[config.mk]
export PLATFORM = sky130hd
export DESIGN_NAME = gfr_ctrl
export DESIGN_NICKNAME = d
export VERILOG_FILES = /design/src/rtl/gfr_pkg.sv /design/src/rtl/gfr_ctrl.sv
export SDC_FILE = /design/constraint.sdc
export NUM_CORES = 1
export LEC_CHECK = 0
export BUFFER_PORTS_ARGS = -buffer_cell sky130_fd_sc_hd__buf_2
export CAP_MARGIN = 20
export CORE_AREA = 4 4 41 43
export DETAILED_ROUTE_END_ITERATION = 10
export DIE_AREA = 0 0 45 47
export PLACE_DENSITY = 0.5
export SYNTH_ARGS = -nofsm -noshare
export SYNTH_HDL_FRONTEND = slang
export SYNTH_SLANG_ARGS = --single-unit
[constraint.sdc]
create_clock -name clk -period 1.78 [get_ports clk]
set_clock_uncertainty 0.1 [all_clocks]
set_input_delay 0.178 -clock clk [delete_from_list [all_inputs] [get_ports clk]]
set_output_delay 0.178 -clock clk [all_outputs]
set_load 0.01 [all_outputs]
[src/rtl/gfr_pkg.sv]
package gfr_pkg;

	localparam int GLYPH_COUNT = 25;
	localparam logic [4:0] GLYPH_NONE = 5'd25;
	localparam logic [7:0] DEGREE_CODE = 8'hB0;

	typedef enum logic [2:0] {
		MODE_CLEAR = 3'd0,
		MODE_PIXEL = 3'd1,
		MODE_CHAR  = 3'd2,
		MODE_LINE  = 3'd3,
		MODE_READ  = 3'd4
	} gfr_mode_t;

	typedef enum logic [2:0] {
		ST_INIT,
		ST_IDLE,
		ST_DISPATCH,
		ST_CLEAR,
		ST_STEP,
		ST_MODIFY,
		ST_DONE
	} gfr_state_t;

	typedef struct packed {
		logic load;
		logic clr_wr;
		logic rd;
		logic wr;
		logic step;
		logic rd_byte;
		logic res_load;
	} gfr_cmd_t;

	typedef struct packed {
		logic [2:0] mode;
		logic       empty;
		logic       clip;
		logic       last;
		logic       clr_last;
		logic       out_free;
	} gfr_stat_t;

	// 5x7 font, seven bits per column, top row in bit 0
	localparam logic [6:0] GLYPH_ROM [0:GLYPH_COUNT-1][0:4] = '{
		'{7'h00, 7'h00, 7'h00, 7'h00, 7'h00}, // space
		'{7'h3E, 7'h51, 7'h49, 7'h45, 7'h3E}, // 0
		'{7'h00, 7'h42, 7'h7F, 7'h40, 7'h00}, // 1
		'{7'h42, 7'h61, 7'h51, 7'h49, 7'h46}, // 2
		'{7'h21, 7'h41, 7'h45, 7'h4B, 7'h31}, // 3
		'{7'h18, 7'h14, 7'h12, 7'h7F, 7'h10}, // 4
		'{7'h27, 7'h45, 7'h45, 7'h45, 7'h39}, // 5
		'{7'h3C, 7'h4A, 7'h49, 7'h49, 7'h30}, // 6
		'{7'h01, 7'h71, 7'h09, 7'h05, 7'h03}, // 7
		'{7'h36, 7'h49, 7'h49, 7'h49, 7'h36}, // 8
		'{7'h06, 7'h49, 7'h49, 7'h29, 7'h1E}, // 9
		'{7'h00, 7'h00, 7'h60, 7'h60, 7'h00}, // period
		'{7'h0C, 7'h12, 7'h12, 7'h0C, 7'h00}, // degree
		'{7'h7E, 7'h11, 7'h11, 7'h11, 7'h7E}, // A
		'{7'h3E, 7'h41, 7'h41, 7'h41, 7'h22}, // C
		'{7'h7F, 7'h09, 7'h09, 7'h09, 7'h01}, // F
		'{7'h3E, 7'h41, 7'h49, 7'h49, 7'h3A}, // G
		'{7'h7F, 7'h08, 7'h08, 7'h08, 7'h7F}, // H
		'{7'h7F, 7'h08, 7'h14, 7'h22, 7'h41}, // K
		'{7'h7F, 7'h40, 7'h40, 7'h40, 7'h40}, // L
		'{7'h3E, 7'h41, 7'h41, 7'h41, 7'h3E}, // O
		'{7'h7F, 7'h09, 7'h09, 7'h09, 7'h06}, // P
		'{7'h26, 7'h49, 7'h49, 7'h49, 7'h32}, // S
		'{7'h01, 7'h01, 7'h7F, 7'h01, 7'h01}, // T
		'{7'h7C, 7'h02, 7'h01, 7'h02, 7'h7C}  // V
	};

	function automatic logic [4:0] glyph_index(input logic [7:0] code);
		logic [4:0] g;
		g = GLYPH_NONE;
		if (code inside {[8'h30:8'h39]}) begin
			g = 5'(code - 8'h30) + 5'd1;
		end else begin
			case (code)
				8'h20:       g = 5'd0;  // space
				8'h2E:       g = 5'd11; // period
				DEGREE_CODE: g = 5'd12;
				8'h41:       g = 5'd13; // A
				8'h43:       g = 5'd14; // C
				8'h46:       g = 5'd15; // F
				8'h47:       g = 5'd16; // G
				8'h48:       g = 5'd17; // H
				8'h4B:       g = 5'd18; // K
				8'h4C:       g = 5'd19; // L
				8'h4F:       g = 5'd20; // O
				8'h50:       g = 5'd21; // P
				8'h53:       g = 5'd22; // S
				8'h54:       g = 5'd23; // T
				8'h56:       g = 5'd24; // V
				default:     g = GLYPH_NONE;
			endcase
		end
		return g;
	endfunction

	function automatic logic [6:0] glyph_column(input logic [4:0] g, input logic [2:0] c);
		logic [6:0] bits;
		bits = '0;
		if (g < 5'(GLYPH_COUNT) && c < 3'd5) begin
			bits = GLYPH_ROM[g][c];
		end
		return bits;
	endfunction

endpackage

[src/rtl/gfr_ctrl.sv]
module gfr_ctrl import gfr_pkg::*; (
	input  logic      clk,
	input  logic      arst_n,
	input  logic      in_valid,
	output logic      in_ready,
	input  gfr_stat_t stat,
	output gfr_cmd_t  cmd
);

	gfr_state_t state_q, state_d;

	always_ff @(posedge clk or negedge arst_n) begin
		if (!arst_n) begin
			state_q <= ST_INIT;
		end else begin
			state_q <= state_d;
		end
	end

	always_comb begin
		state_d = state_q;
		case (state_q)
			ST_INIT: begin
				if (stat.clr_last) state_d = ST_IDLE;
			end
			ST_IDLE: begin
				if (in_valid) state_d = ST_DISPATCH;
			end
			ST_DISPATCH: begin
				case (stat.mode)
					MODE_CLEAR: state_d = ST_CLEAR;
					MODE_PIXEL, MODE_CHAR, MODE_LINE: begin
						state_d = stat.empty ? ST_DONE : ST_STEP;
					end
					default: state_d = ST_DONE;
				endcase
			end
			ST_CLEAR: begin
				if (stat.clr_last) state_d = ST_DONE;
			end
			ST_STEP: begin
				if (!stat.clip) state_d = ST_MODIFY;
				else if (stat.last) state_d = ST_DONE;
			end
			ST_MODIFY: begin
				state_d = stat.last ? ST_DONE : ST_STEP;
			end
			ST_DONE: begin
				if (stat.out_free) state_d = ST_IDLE;
			end
			default: state_d = ST_INIT;
		endcase
	end

	always_comb begin
		cmd = '0;
		in_ready = 1'b0;
		case (state_q)
			ST_INIT: cmd.clr_wr = 1'b1;
			ST_IDLE: begin
				in_ready = 1'b1;
				cmd.load = in_valid;
			end
			ST_DISPATCH: cmd.rd_byte = (stat.mode == MODE_READ);
			ST_CLEAR: cmd.clr_wr = 1'b1;
			ST_STEP: begin
				// skip clipped positions without touching the store
				cmd.rd = !stat.clip;
				cmd.step = stat.clip;
			end
			ST_MODIFY: begin
				cmd.wr = 1'b1;
				cmd.step = 1'b1;
			end
			ST_DONE: cmd.res_load = stat.out_free;
			default: cmd = '0;
		endcase
	end

endmodule

==> summary.txt <==
Yosys
  – Mapped Cells: 42
  – YS warnings: 0
  – Yosys cell types: 22
  – Synthesized Nets: 53
  – Primary FF master, synth: dfrtp_1
  – Post-synthesis sequential area ratio: 24.1%
  – Post-Syn Area: 312 um2
  – Synth Area per Inst: 7.42 um2
  – Async SR Flop Fraction: 100%
  – #FFs+latches synth: 3
  – Number of synthesized flops with an enable pin: 0

Clock network
  – TritonCTS Buffers: 3
  – Clock Tree Root: clkbuf_4
  – CTS tree: yes
  – Clock H-tree levels: 1
  – CTS sink cnt: 3
  – Clock slew at reported path FFs: 0.04 ns
  – Worst-Skew Late Latency: 0.23 ns
  – Max clock buf depth: 2
  – CTS resizes: 0

Global routing
  – Initial antenna violation count: 0
  – Tot GR Track Use: 7.68%
  – First-pass GRT wire length: 1170 um
  – Largest net degree at the start of global routing: 12
  – Total grt overflow: 0
  – Vias in the first global route: 297

Flow run
  – Max Cap Violations: 0

Layout
  – N_diodes: 0
  – Most frequent cells in the layout: buf_2, nor2_1, nor3_1
  – Nets: 76
  – Layout area overhead: 43.8%
  – Share of post-route cells with drive strength above 1: 37.5%
  – Core Util, Final: 34.4%
  – Top reg by flops: state_q
  – Top Registers: state_q x3
  – Max reg flops: 3
  – Commonest non-fill, non-tap cell in the layout: buf_2
  – # fillers: 150

STA
  – PnR worst setup slack: 0.212 ns
  – Relative slew margins: 79.6%
  – Max Fclk: 0.638 GHz
  – Total Neg Setup Slack: 0 ns
  – Final worst path period share: 88.1%
  – Worst Tran Pin Value: 0.305 ns
  – Hold Fails Final Rpt: 0
  – Final Setup Violations: 0
  – Slew Limit Fails: 0
  – Minimum clock period: 1.57 ns
  – RSZ-0062 raised after global routing: false

Die
  – Core Box Area: 0.00130 mm2
  – Die H: 47 um
  – Die area: 0.00212 mm2
  – Cell Rows: 13
  – IO Pins: 19
  – Initial Util: 23.9%
  – Die width: 45 um

Placed design
  – I/O Buffers: 18
  – Dpl hpwl: 646 um
  – Routability congestion estimate: 0.712
  – Post-Place Worst Slack: 0.290 ns

Drt
  – Via count: 357
  – Vias per cell: 4.52
  – Total wire length: 770 um
  – DRC: 0
  – Final ANT Viol Nets: 0
  – First-pass DRT Iterations: 2
  – Wire per inst: 9.75 um
  – Initial drt markers: 1

Power
  – Cell Pwr Density: 1590 mW/mm2
  – Total leakage power: 0.235 nW
  – Max VDD drop: 0.670 mV

Worst hold path
  – Worst min path class: in -> async

Worst setup path
  – Critical path required time: 1.50 ns
  – Crit Path Class: reg -> out
  – Crit end category: output port
  – Crit path launch type: flop
  – Crit-path max FO: 7
  – WP data arrival: 1.29 ns

Status
  – Status: complete, no violations
## critical path: stages, from the launching register on
cell and delay [ns]:
dfrtp_1 0.41, buf_4 0.18, inv_1 0.09, nand2_1 0.07
nor3_1 0.15, buf_2 0.15
## repair_timing
action                                 CTS  global route
hold buffers                             1             0
buffers inserted                         0             0
setup endpoints to repair                0             0
endpoints found under the hold margin    3             0
## layer usage
metal	global-route usage, %	up-vias	wire (um)
li1	-	187	-
met1	8.47	161	334
met2	11.9	9	361
met3	4.60	0	74
met4	3.51	0	0
met5	0	-	0
## where the power goes
part / internal (W) / leakage [nW] / switching, W
sequential: 0.000106 / 0.0359 / 0.0000665
combinational: 0.000219 / 0.184 / 0.000201
clock: 0.0000841 / 0.0150 / 0.0000365
## per-stage QoR
step / power, W / instance area (um2) / std cells / hold slack [ns]
after floorplan: 0.000494 / 312 / 42 / -0.218
after global placement: 0.000606 / 412 / 74 / -0.124
after detailed placement: 0.000598 / 412 / 74 / -0.124
after CTS: 0.000724 / 448 / 79 / 0.163
after global routing: 0.000789 / 448 / 79 / 0.167
final: 0.000713 / 448 / 79 / 0.163
## cells in the mapped netlist (2+ instances only)
library cell  instances  share of area, %
nand2b_1              3               6.0
nor2_1                6               7.2
dfrtp_1               3                24
nor3_1                4               6.4
mux2i_1               2               6.4
mux2_2                2               7.2
nand2_1               2               2.4
nor2b_1               3               6.0
inv_1                 3               3.6
o21ai_1               2               3.2
## area by class of cell
type                       instances  area (um2)  share of cell area (%)
sequential                         3        75.1                    16.8
multi-input combinational         34         209                    46.6
inverter                           3        11.3                    2.51
timing repair buffer              20         108                    24.0
clock buffer                       4        26.3                    5.87
tap                               15        18.8                    4.19
## cell families (layout without fill, tap and decap cells)
kind of cell,Yosys count,in the layout,synth area share [%]
flops,3,3,24.1
compound gates,8,8,16.1
mux,4,4,13.7
xor+xnor,1,1,2.81
buf+inv,5,27,8.83
simple gates,21,21,34.5
## worst paths after layout
path	depth (start not counted)	end	start	slack [ns]
min in group clk	4	state_q[2]$_DFFE_PN0P_	stat[0]	0.20
worst min-delay path	2	state_q[0]$_DFFE_PN0P_	arst_n	0.16
worst max-delay path	5	cmd[1]	state_q[0]$_DFFE_PN0P_	0.21
worst max register to register	4	state_q[1]$_DFFE_PN0P_	state_q[1]$_DFFE_PN0P_	0.28
max in group asynchronous	2	state_q[2]$_DFFE_PN0P_	arst_n	1.30
worst min register to register	1	state_q[0]$_DFFE_PN0P_	state_q[0]$_DFFE_PN0P_	0.51
(Power assumes the default switching activity.)
